$ cat config.mk
export PLATFORM = sky130hd
export DESIGN_NAME = signal_pending_mask_controller
export DESIGN_NICKNAME = d
export VERILOG_FILES = /design/src/sv/spmc_pkg.sv /design/src/sv/spmc_core.sv /design/src/sv/signal_pending_mask_controller.sv
export SDC_FILE = /design/constraint.sdc
export NUM_CORES = 1
export LEC_CHECK = 0
export ABC_CLOCK_PERIOD_IN_PS = 4150
export CAP_MARGIN = 15
export CORE_MARGIN = 8
export CORE_UTILIZATION = 50
export DETAILED_ROUTE_END_ITERATION = 6
export DONT_BUFFER_PORTS = 1
export PLACE_DENSITY = 0.66
export SYNTH_ARGS = -nofsm -noshare
export SYNTH_HDL_FRONTEND = slang
export SYNTH_SLANG_ARGS = --single-unit
$ cat constraint.sdc
create_clock -name clk_i -period 4.15 [get_ports clk_i]
set_clock_uncertainty 0.05 [all_clocks]
set_input_delay 0.83 -clock clk_i [delete_from_list [all_inputs] [get_ports clk_i]]
set_output_delay 0.83 -clock clk_i [all_outputs]
set_load 0.01 [all_outputs]
$ cat src/sv/spmc_pkg.sv
`default_nettype none
package spmc_pkg;

  localparam int NumSignals = 64;
  localparam int SigIdxW    = $clog2(NumSignals);

  localparam logic [6:0] SigKill = 7'd9;
  localparam logic [6:0] SigStop = 7'd19;

  localparam logic [NumSignals-1:0] FixedMask =
    (NumSignals'(1) << (SigKill - 7'd1)) | (NumSignals'(1) << (SigStop - 7'd1));

  typedef enum logic [2:0] {
    REQ_SEND    = 3'd0,
    REQ_SETACT  = 3'd1,
    REQ_MASK    = 3'd2,
    REQ_QUERY   = 3'd3,
    REQ_DELIVER = 3'd4
  } req_e;

  typedef enum logic [1:0] {
    HOW_BLOCK   = 2'd0,
    HOW_UNBLOCK = 2'd1,
    HOW_SET     = 2'd2,
    HOW_BAD     = 2'd3
  } how_e;

  typedef enum logic [1:0] {
    ACT_DEFAULT = 2'd0,
    ACT_HANDLER = 2'd1,
    ACT_IGNORE  = 2'd2,
    ACT_ERROR   = 2'd3
  } act_e;

  typedef enum logic [1:0] {
    STAT_OK   = 2'd0,
    STAT_ERR  = 2'd1,
    STAT_NONE = 2'd2
  } stat_e;

  typedef enum logic [1:0] {
    EFF_NONE = 2'd0,
    EFF_TERM = 2'd1,
    EFF_STOP = 2'd2,
    EFF_CONT = 2'd3
  } eff_e;

  typedef enum logic [1:0] {
    CFG_REAL_UID = 2'd0,
    CFG_EFF_UID  = 2'd1,
    CFG_QACTIVE  = 2'd2
  } cfg_idx_e;

  typedef struct packed {
    logic [2:0]  req_type;
    logic [6:0]  signal_number;
    logic [1:0]  how;
    logic        has_set;
    logic [63:0] set_word;
    logic [1:0]  new_action;
    logic        has_sender;
    logic [31:0] sender_real_uid;
    logic [31:0] sender_effective_uid;
  } req_t;

  typedef struct packed {
    logic [31:0] tgt_ruid;
    logic [31:0] eff_uid;
    logic        queue_active;
  } cfg_t;

  typedef struct packed {
    stat_e       status;
    logic [6:0]  signal_out;
    logic        delivered_kind;
    eff_e        default_effect;
    act_e        old_action;
    logic [63:0] word_out;
  } rsp_t;

  function automatic eff_e default_effect_of(logic [6:0] sig);
    eff_e eff;
    eff = EFF_NONE;
    if (sig inside {[7'd1:7'd16], [7'd24:7'd27], 7'd31}) begin
      eff = EFF_TERM;
    end else if (sig inside {[7'd19:7'd22]}) begin
      eff = EFF_STOP;
    end else if (sig == 7'd18) begin
      eff = EFF_CONT;
    end
    return eff;
  endfunction

endpackage
`default_nettype wire

$ cat src/sv/spmc_core.sv
`default_nettype none
module spmc_core import spmc_pkg::*; (
  input  wire logic clk_i,
  input  wire logic rst_ni,
  input  wire logic en_i,
  input  wire req_t req_i,
  input  wire cfg_t cfg_i,
  output rsp_t      rsp_o
);

  logic [NumSignals-1:0] pend_q, pend_d;
  logic [NumSignals-1:0] blk_q, blk_d;
  logic [NumSignals-1:0] act_hi_q, act_hi_d;
  logic [NumSignals-1:0] act_lo_q, act_lo_d;

  logic [SigIdxW-1:0]    sig_idx;
  logic [NumSignals-1:0] sig_bit;
  act_e                  act_cur;
  logic                  perm_ok;
  logic                  sig_fixed;
  logic [NumSignals-1:0] set_masked;

  // deliver scan
  logic [NumSignals-1:0] cand;
  logic [NumSignals-1:0] live;
  logic [NumSignals-1:0] lowest;
  logic [NumSignals-1:0] upto;
  logic [SigIdxW-1:0]    dlv_idx;
  act_e                  dlv_act;
  logic [6:0]            dlv_sig;

  assign sig_idx    = SigIdxW'(req_i.signal_number - 7'd1);
  assign sig_bit    = NumSignals'(1) << sig_idx;
  assign act_cur    = act_e'({act_hi_q[sig_idx], act_lo_q[sig_idx]});
  assign sig_fixed  = (req_i.signal_number == SigKill) || (req_i.signal_number == SigStop);
  assign set_masked = req_i.set_word[NumSignals-1:0];

  assign perm_ok = (req_i.sender_real_uid == 32'd0) || (req_i.sender_effective_uid == 32'd0) ||
                   (req_i.sender_real_uid == cfg_i.tgt_ruid) ||
                   (req_i.sender_real_uid == cfg_i.eff_uid) ||
                   (req_i.sender_effective_uid == cfg_i.tgt_ruid) ||
                   (req_i.sender_effective_uid == cfg_i.eff_uid);

  assign cand   = pend_q & ~blk_q;
  assign live   = cand & ~(act_hi_q & ~act_lo_q);
  assign lowest = live & (~live + NumSignals'(1));
  // lowest live bit and everything below; all ones when none is live
  assign upto   = live ^ (live - NumSignals'(1));

  always_comb begin
    dlv_idx = '0;
    for (int i = 0; i < NumSignals; i++) begin
      if (lowest[i]) begin
        dlv_idx = dlv_idx | SigIdxW'(i);
      end
    end
  end

  assign dlv_act = act_e'({act_hi_q[dlv_idx], act_lo_q[dlv_idx]});
  assign dlv_sig = 7'(dlv_idx) + 7'd1;

  always_comb begin
    pend_d   = pend_q;
    blk_d    = blk_q;
    act_hi_d = act_hi_q;
    act_lo_d = act_lo_q;
    rsp_o.status         = STAT_OK;
    rsp_o.signal_out     = 7'd0;
    rsp_o.delivered_kind = 1'b0;
    rsp_o.default_effect = EFF_NONE;
    rsp_o.old_action     = ACT_DEFAULT;
    rsp_o.word_out       = 64'd0;
    if (en_i) begin
      case (req_e'(req_i.req_type))
        REQ_SEND: begin
          if (req_i.signal_number > 7'(NumSignals)) begin
            rsp_o.status = STAT_ERR;
          end else if (req_i.has_sender && !perm_ok) begin
            rsp_o.status = STAT_ERR;
          end else if (req_i.signal_number != 7'd0) begin
            if (sig_fixed || act_cur != ACT_IGNORE) begin
              pend_d = pend_q | sig_bit;
            end
          end
        end
        REQ_SETACT: begin
          if (req_i.signal_number == 7'd0 || req_i.signal_number > 7'(NumSignals) ||
              sig_fixed) begin
            rsp_o.status = STAT_ERR;
          end else begin
            rsp_o.old_action  = act_cur;
            act_hi_d[sig_idx] = req_i.new_action[1];
            act_lo_d[sig_idx] = req_i.new_action[0];
            if (act_e'(req_i.new_action) == ACT_IGNORE) begin
              pend_d = pend_q & ~sig_bit;
            end
          end
        end
        REQ_MASK: begin
          rsp_o.word_out = 64'(blk_q);
          if (req_i.has_set) begin
            case (how_e'(req_i.how))
              HOW_BLOCK:   blk_d = blk_q | set_masked;
              HOW_UNBLOCK: blk_d = blk_q & ~set_masked;
              HOW_SET:     blk_d = set_masked;
              default:     rsp_o.status = STAT_ERR;
            endcase
          end
          blk_d = blk_d & ~FixedMask;
        end
        REQ_QUERY: begin
          rsp_o.word_out = 64'(pend_q);
        end
        REQ_DELIVER: begin
          rsp_o.status = STAT_NONE;
          if (cfg_i.queue_active) begin
            pend_d = pend_q & ~(cand & upto);
            if (live != '0) begin
              rsp_o.signal_out = dlv_sig;
              case (dlv_act)
                ACT_ERROR: rsp_o.status = STAT_ERR;
                ACT_DEFAULT: begin
                  rsp_o.status         = STAT_OK;
                  rsp_o.default_effect = default_effect_of(dlv_sig);
                end
                default: begin
                  rsp_o.status         = STAT_OK;
                  rsp_o.delivered_kind = 1'b1;
                end
              endcase
            end
          end
        end
        default: begin
          rsp_o.status = STAT_ERR;
        end
      endcase
    end
  end

  always_ff @(posedge clk_i or negedge rst_ni) begin
    if (!rst_ni) begin
      pend_q   <= '0;
      blk_q    <= '0;
      act_hi_q <= '0;
      act_lo_q <= '0;
    end else begin
      pend_q   <= pend_d;
      blk_q    <= blk_d;
      act_hi_q <= act_hi_d;
      act_lo_q <= act_lo_d;
    end
  end

endmodule
`default_nettype wire

$ cat src/sv/signal_pending_mask_controller.sv
// Signal pending/mask controller.
// Request channel: a request word is taken at a rising edge with start high
// and busy low. busy is held low, so one request can be issued every cycle.
// The request is registered, then worked against the pending, blocked and
// disposition state in the next cycle, which also updates that state.
// Result channel: done_o rises at the edge after the request edge and stays
// high for one cycle with the result ports valid. Throughput is one request
// per cycle. The receiver cannot stall, so every result is taken at the edge
// that ends its done_o cycle.
// Configuration channel: cfg_valid_i with cfg_ready_o (always high) writes
// cfg_data_i to the register at cfg_index_i: 0 target real uid, 1 target
// effective uid, 2 queue active. Writes take effect at once for the next
// request; write only while no request is in flight.
// Reset (rst_ni low, asynchronous) clears the pending and blocked sets, sets
// every disposition to default, zeroes the configuration registers and drops
// any request in flight.
`default_nettype none
module signal_pending_mask_controller import spmc_pkg::*; (
  input  wire logic        clk_i,
  input  wire logic        rst_ni,
  input  wire logic        start,
  output logic             busy,
  input  wire logic [2:0]  req_type_i,
  input  wire logic [6:0]  signal_number_i,
  input  wire logic [1:0]  how_i,
  input  wire logic        has_set_i,
  input  wire logic [63:0] set_word_i,
  input  wire logic [1:0]  new_action_i,
  input  wire logic        has_sender_i,
  input  wire logic [31:0] sender_real_uid_i,
  input  wire logic [31:0] sender_effective_uid_i,
  input  wire logic        cfg_valid_i,
  output logic             cfg_ready_o,
  input  wire logic [1:0]  cfg_index_i,
  input  wire logic [31:0] cfg_data_i,
  output logic             done_o,
  output logic [1:0]       status_o,
  output logic [6:0]       signal_out_o,
  output logic             delivered_kind_o,
  output logic [1:0]       default_effect_o,
  output logic [1:0]       old_action_o,
  output logic [63:0]      word_out_o
);

  logic in_valid_q;
  req_t req_q;
  cfg_t cfg_q;
  logic done_q;
  rsp_t rsp_d, rsp_q;

  assign busy        = 1'b0;
  assign cfg_ready_o = 1'b1;

  always_ff @(posedge clk_i or negedge rst_ni) begin
    if (!rst_ni) begin
      in_valid_q <= 1'b0;
      done_q     <= 1'b0;
    end else begin
      in_valid_q <= start && !busy;
      done_q     <= in_valid_q;
    end
  end

  always_ff @(posedge clk_i) begin
    req_q.req_type             <= req_type_i;
    req_q.signal_number        <= signal_number_i;
    req_q.how                  <= how_i;
    req_q.has_set              <= has_set_i;
    req_q.set_word             <= set_word_i;
    req_q.new_action           <= new_action_i;
    req_q.has_sender           <= has_sender_i;
    req_q.sender_real_uid      <= sender_real_uid_i;
    req_q.sender_effective_uid <= sender_effective_uid_i;
    rsp_q                      <= rsp_d;
  end

  always_ff @(posedge clk_i or negedge rst_ni) begin
    if (!rst_ni) begin
      cfg_q <= '0;
    end else if (cfg_valid_i && cfg_ready_o) begin
      case (cfg_idx_e'(cfg_index_i))
        CFG_REAL_UID: cfg_q.tgt_ruid     <= cfg_data_i;
        CFG_EFF_UID:  cfg_q.eff_uid      <= cfg_data_i;
        CFG_QACTIVE:  cfg_q.queue_active <= cfg_data_i[0];
        default:      ;
      endcase
    end
  end

  spmc_core u_core (
    .clk_i  (clk_i),
    .rst_ni (rst_ni),
    .en_i   (in_valid_q),
    .req_i  (req_q),
    .cfg_i  (cfg_q),
    .rsp_o  (rsp_d)
  );

  assign done_o           = done_q;
  assign status_o         = rsp_q.status;
  assign signal_out_o     = rsp_q.signal_out;
  assign delivered_kind_o = rsp_q.delivered_kind;
  assign default_effect_o = rsp_q.default_effect;
  assign old_action_o     = rsp_q.old_action;
  assign word_out_o       = rsp_q.word_out;

  a_done_follows: assert property (@(posedge clk_i) disable iff (!rst_ni)
    (start && !busy) |=> ##1 done_o)
    else $error("result strobe missing two cycles after request");

  a_empty_no_sig: assert property (@(posedge clk_i) disable iff (!rst_ni)
    (done_o && status_o == STAT_NONE) |-> (signal_out_o == 7'd0 && word_out_o == 64'd0))
    else $error("empty deliver reports a signal");

  a_handler_ok: assert property (@(posedge clk_i) disable iff (!rst_ni)
    (done_o && delivered_kind_o) |->
      (status_o == STAT_OK && default_effect_o == EFF_NONE && signal_out_o != 7'd0))
    else $error("handler delivery with bad status or effect");

endmodule
`default_nettype wire
==> impl_metrics.json, run 1 <==
{
  "run_status": "finished, violations left",
  "violations": "negative hold slack, negative setup slack",
  "crit_type": "register to register",
  "multi_input_area_um2": 15400,
  "reg2reg_slack_ns": -0.43,
  "clk_latency_ns": 0.64,
  "initial_core_util_pct": 50.2,
  "setup_viol": 4,
  "synth_ff_type": "dfrtp_1",
  "root_buffer": "clkbuf_16",
  "final_antenna_net_count": 0,
  "track_usage_pct": 36.6,
  "drive_gt1_share_pct": 38.9,
  "ios": 263,
  "cts_buffers": 56,
  "fin_area_um2": 36500,
  "synth-edff-count": 0,
  "final_common_cell": "buf_4",
  "ys_ff_latch": 541,
  "path_max_fanout": 7,
  "fin_ws_ns": -0.427,
  "postRouteWirelength_mm": 120,
  "power_density_nw_per_um2": 485,
  "synth_cell_type_count": 103,
  "post_synth.cell_area_avg_um2": 10.1,
  "antenna_found_initial": 2,
  "report.power.total_mw": 17.7,
  "dieWidth_um": 250,
  "seqCellArea_um2": 12400,
  "vias": 26399,
  "ir_drop_uv": 412,
  "postSynthCellCount": 2730,
  "dp_hpwl_mm": 90.0,
  "r2r_end": "status_o[0]$_SDFF_PN0_",
  "cts_tree": "done",
  "utilization_pct": 66.8,
  "wl_per_cell_um": 29.4,
  "worstSetupStartpointType": "register",
  "drcViolationCount": 0,
  "hold_viol": 81,
  "synth_area_um2": 27400,
  "first_pass_iters": 6,
  "startpoint": "u_core.pend_q[45]$_DFFE_PN0P_",
  "p_leak_nw": 15.7,
  "die_h_um": 250,
  "r2r_start": "u_core.pend_q[45]$_DFFE_PN0P_",
  "slew_violations": 0,
  "end_kind": "register",
  "hold_class": "input pin to async pin",
  "htreeDepth": 2,
  "synth_seq_area_share_pct": 45.3,
  "maxCapViolations": 0,
  "final_cells": 4097,
  "placed_cells": 3927,
  "max_freq_mhz": 218,
  "cp.arrival_ns": 5.11,
  "max_slew_margin_pct": 19.4,
  "layout_common_cells": "653 x buf_4, 321 x dfrtp_1, 252 x mux2_2",
  "fp-row-count": 86,
  "crit_required_ns": 4.68,
  "yosys_warnings": 0,
  "fin_crit_ns": 4.58,
  "async_flop_share_pct": 59.3,
  "grt_max_degree": 322,
  "grt_pass1_wl_mm": 173,
  "gp_congestion": 1.03,
  "fp.dieArea_um2": 62600,
  "core_area_um2": 54700,
  "clkSinkCount": 541,
  "period_share_pct": 110,
  "grt_overflow_total": 0,
  "grt_pass1_vias": 25669,
  "whs_ns": -0.149,
  "rsz0062_at_grt": "true",
  "n_fill_cell": 4321,
  "nets": 3539,
  "drt_iter0_drc": 3596,
  "max-clock-path-buffers": 3,
  "place_ws_ns": -0.855,
  "port_buffers": 0,
  "synth_fp_nets": 2927,
  "place_area_um2": 32800,
  "final.setup.tns_ns": -1.43,
  "area_delta_synth_final_pct": 33.0,
  "r2r_cells": 22,
  "via_per_inst": 6.44,
  "clk_pin_slew_ns": 0.07,
  "worst_slew_pin_slew_ns": 1.20
}
layout make-up:
type | instances | share of cell area, %
multi-input cells | 2005 | 42.2
flip-flops and latches | 541 | 34.1
repair buffers | 706 | 15.8
clock buffers | 72 | 4.28
well taps | 704 | 2.41
clock inverters | 34 | 0.881
inverters | 32 | 0.336
diodes | 3 | 0.0206
cells by family (layout without fill, tap and decap cells):
logic type | count (synthesis) | count (layout) | share of synthesized area (%)
xor+xnor | 135 | 135 | 4.34
fa+ha+maj | 15 | 15 | 0.684
simple gates | 851 | 853 | 16.2
other cells | 2 | 5 | 0.0274
flops | 541 | 541 | 45.3
compound gates | 665 | 665 | 15.7
buf+inv | 186 | 844 | 2.89
mux | 335 | 335 | 14.9
sequential cells by signal (all words and copies together), names as in the netlist:
register	flops
cfg_q	65
default_effect_o	2
delivered_kind_o	1
done_o	1
in_valid_q	1
old_action_o	2
req_q	142
signal_out_o	7
status_o	2
u_core.act_hi_q	64
u_core.act_lo_q	64
u_core.blk_q	62
u_core.pend_q	64
word_out_o	64
worst max-delay path: stages, from the launching register on:
cell      delay (ns)
dfrtp_1         0.40
nor2b_4         0.16
buf_6           0.12
a222oi_1        0.48
buf_4           0.24
buf_4           0.13
nand3_4         0.12
nor3_2          0.15
a31oi_1         0.13
o221ai_4        0.27
nor4_4          0.06
buf_6           0.13
buf_12          0.15
mux2i_1         0.12
mux2i_1         0.20
nor3_1          0.06
or4_1           0.54
a32o_2          0.27
a21oi_2         0.19
ha_4            0.20
a32oi_1         0.10
o21ai_1         0.15
and2_1          0.13
power by group:
part	internal (mW)	leakage (nW)	switching [mW]
registers	5.65	6.08	0.442
logic	3.17	8.65	3.30
clock network	2.89	0.935	2.28
synthesized netlist by cell type, types with 25 or more instances:
cell / instances / share of area (%)
nand4_1: 75 / 1.7
clkbuf_1: 113 / 1.5
a21oi_1: 201 / 3.7
nand3_1: 68 / 1.2
mux2i_1: 43 / 1.6
nand2_1: 216 / 3.0
nand2b_1: 74 / 1.7
dfxtp_1: 220 / 16
xnor2_1: 132 / 4.2
nor2_1: 189 / 2.6
mux4_2: 34 / 2.8
o21ai_0: 126 / 2.3
nor2b_1: 71 / 1.6
o22ai_1: 25 / 0.57
dfrtp_1: 321 / 29
a22oi_1: 88 / 2.4
a31oi_1: 54 / 1.2
nor4_1: 37 / 0.84
mux2_2: 256 / 11
inv_1: 29 / 0.40
routing by layer:
| layer | wire length, um | global-route usage [%] | share of wire, % |
|---|---|---|---|
| met3 | 12800 | 9.12 | 11 |
| met4 | 4460 | 12.0 | 3.7 |
| met1 | 51500 | 52.3 | 43 |
| met5 | 0 | 0 | 0 |
| met2 | 51500 | 53.9 | 43 |
how the worst max path moves through the flow:
| stage | endpoint | cells after the start |
|---|---|---|
| 3_5_place_dp | status_o[0]$_SDFF_PN0_ | 22 |
| 4_1_cts | status_o[0]$_SDFF_PN0_ | 21 |
| 2_1_floorplan | u_core.pend_q[24]$_DFFE_PN0P_ | 19 |
| 3_3_place_gp | status_o[0]$_SDFF_PN0_ | 21 |
| 5_1_grt | status_o[0]$_SDFF_PN0_ | 23 |
| 6_report | status_o[0]$_SDFF_PN0_ | 22 |
what timing repair did:
item | in CTS | in global routing
pin swaps | 57 | 74
gates cloned | 5 | 3
gates resized for setup | 169 | 115
endpoints found under the hold margin | 321 | 321
endpoints found under the setup margin | 61 | 57
setup buffers | 33 | 24
Power figures use the tool's default switching activity.
==> run 2, diff against run 1 <==
- REMOVE_ABC_BUFFERS: unset -> 1
==> run 2 against run 1 <==
Compared with the run above: the run still ends with negative hold slack, negative setup slack left; sequential cell count unchanged; sequential share of layout area shrank 0.069 points; sequential power hardly changed; largest power group unchanged; non-clock buffer count increased by 24.
==> impl_metrics.json, run 2 (same netlist as run 1, synthesis figures left out) <==
{
  "path_max_fanout": 5,
  "max-clock-path-buffers": 3,
  "core_area_um2": 54700,
  "n_fill_cell": 4323,
  "dp_hpwl_mm": 89.6,
  "crit_chain": "nor2b_1 > a22oi_1 > nand4_1 > buf_4 > o21ai_0 > buf_4 > nand4_1 > nand4_1 > nor4_4 > buf_6 > buf_12 > buf_12 > buf_16 > mux2i_4 > a22oi_1 > and3_1 > nor4_4 > buf_4 > a2111oi_4 > ha_4 > a32oi_1 > o21ai_1 > and2_1",
  "setup_viol": 4,
  "first_pass_iters": 6,
  "largest_register_ffs": 142,
  "drt_iter0_drc": 2861,
  "grt_max_degree": 322,
  "wl_per_cell_um": 28.6,
  "p_leak_nw": 15.7,
  "layout_common_cells": "684 x buf_4, 320 x dfrtp_1, 256 x mux2_2",
  "crit_required_ns": 4.65,
  "run_status": "finished, violations left",
  "worstSetupStartpointType": "register",
  "whs_ns": -0.138,
  "crit_slowest_cell": "nor2b_1",
  "clk_latency_ns": 0.65,
  "initial_core_util_pct": 50.2,
  "final_antenna_net_count": 0,
  "place_ws_ns": -0.805,
  "fp-row-count": 86,
  "worst_slew_pin_slew_ns": 1.26,
  "fin_crit_ns": 4.65,
  "rsz0062_at_grt": "true",
  "period_share_pct": 112,
  "clk_pin_slew_ns": 0.07,
  "vias": 26145,
  "largestRegisters": "req_q: 142 flops, cfg_q: 65 flops",
  "slew_violations": 0,
  "maxCapViolations": 0,
  "nets": 3560,
  "postRouteWirelength_mm": 118,
  "ios": 263,
  "hold_viol": 321,
  "grt_pass1_vias": 26243,
  "ir_drop_uv": 421,
  "worst-path-buf-inv": 7,
  "cpPeakStageDelay_ns": 0.40,
  "cts_tree": "done",
  "port_buffers": 0,
  "end_kind": "register",
  "cts_buffers": 55,
  "regMostFlops": "req_q",
  "via_per_inst": 6.35,
  "grt_overflow_total": 0,
  "root_buffer": "clkbuf_16",
  "max_freq_mhz": 215,
  "drive_gt1_share_pct": 39.1,
  "drcViolationCount": 0,
  "grt_pass1_wl_mm": 174,
  "place_area_um2": 33000,
  "gp_congestion": 1.05,
  "final_common_cell": "buf_4",
  "violations": "negative hold slack, negative setup slack",
  "fp.dieArea_um2": 62600,
  "fin_ws_ns": -0.499,
  "die_h_um": 250,
  "final.setup.tns_ns": -1.49,
  "track_usage_pct": 36.4,
  "htreeDepth": 2,
  "antenna_found_initial": 6,
  "max_slew_margin_pct": 16.2,
  "cp.arrival_ns": 5.15,
  "report.power.total_mw": 17.6,
  "hold_class": "input pin to async pin",
  "dieWidth_um": 250,
  "area_delta_synth_final_pct": 33.3,
  "crit_type": "register to register",
  "clkSinkCount": 541,
  "crit_family": "simple AND/OR/NAND/NOR gates",
  "power_density_nw_per_um2": 482,
  "fin_area_um2": 36600
}
[run 2: final cells by class]
| type | count | area (um2) | area share, % |
|---|---|---|---|
| Clock inverter | 20 | 211 | 0.578 |
| Timing Repair Buffer | 730 | 5900 | 16.1 |
| Tap cell | 704 | 881 | 2.41 |
| Inverter | 32 | 123 | 0.335 |
| Antenna cell | 3 | 7.51 | 0.0205 |
| Clock buffer | 84 | 1690 | 4.62 |
| Sequential cell | 541 | 12400 | 34.0 |
| Multi-Input combinational cell | 2003 | 15300 | 41.9 |
[run 2: routing by layer]
| metal | share of wire [%] | up-vias | track usage, % | wire, um |
|---|---|---|---|---|
| met2 | 45 | 1411 | 57.0 | 52800 |
| met4 | 5.7 | 0 | 17.0 | 6770 |
| met5 | 0 | - | 0 | 0 |
| li1 | - | 11331 | - | - |
| met1 | 40 | 13031 | 47.4 | 47500 |
| met3 | 9.2 | 372 | 8.87 | 10900 |
[run 2: what timing repair did]
item | CTS | global route
setup buffers | 36 | 15
hold endpoints to repair | 321 | 321
setup endpoints to repair | 70 | 69
pin swaps | 62 | 27
cloned | 4 | 1
resized for setup | 197 | 58
[run 2: through the flow]
stage / utilization [%] / instances / hold slack [ns]
after floorplan: - / 2576 / 0.398
after CTS: 66.2 / 4097 / -0.171
final: 66.9 / 4117 / -0.138
after global placement: 60.4 / 3961 / 0.444
after detailed placement: 60.4 / 3961 / 0.454
after global routing: 66.9 / 4117 / -0.157
[run 2: power breakdown]
group | internal (mW) | leakage [nW] | total [mW] | switching, mW
sequential | 5.65 | 6.07 | 6.07 | 0.420
clock | 2.90 | 0.941 | 5.11 | 2.21
combinational | 3.23 | 8.70 | 6.44 | 3.21
total | 11.8 | 15.7 | 17.6 | 5.84
[run 2: worst register-to-register path: stages (launching register included)]
cell and delay (ns):
dfrtp_1 0.39, nor2b_1 0.40, a22oi_1 0.20, nand4_1 0.17
buf_4 0.14, o21ai_0 0.08, buf_4 0.15, nand4_1 0.13
nand4_1 0.22, nor4_4 0.33, buf_6 0.17, buf_12 0.11
buf_12 0.09, buf_16 0.12, mux2i_4 0.27, a22oi_1 0.12
and3_1 0.21, nor4_4 0.34, buf_4 0.18, a2111oi_4 0.04
ha_4 0.20, a32oi_1 0.20, o21ai_1 0.07, and2_1 0.17
[run 2: worst paths after layout]
check	from	to	slack [ns]	depth (start not counted)
setup / recovery	u_core.blk_q[57]$_DFFE_PN0P_	status_o[0]$_SDFF_PN0_	-0.50	23
hold / removal	rst_ni	u_core.blk_q[15]$_DFFE_PN0P_	-0.14	0
hold reg to reg	req_q[114]$_DFF_P_	u_core.blk_q[47]$_DFFE_PN0P_	0.46	2
max in group asynchronous	rst_ni	u_core.act_lo_q[52]$_DFFE_PN0P_	3.58	0
min in group clk_i	signal_number_i[1]	req_q[135]$_DFF_P_	0.14	0
setup reg to reg	u_core.blk_q[57]$_DFFE_PN0P_	status_o[0]$_SDFF_PN0_	-0.50	23
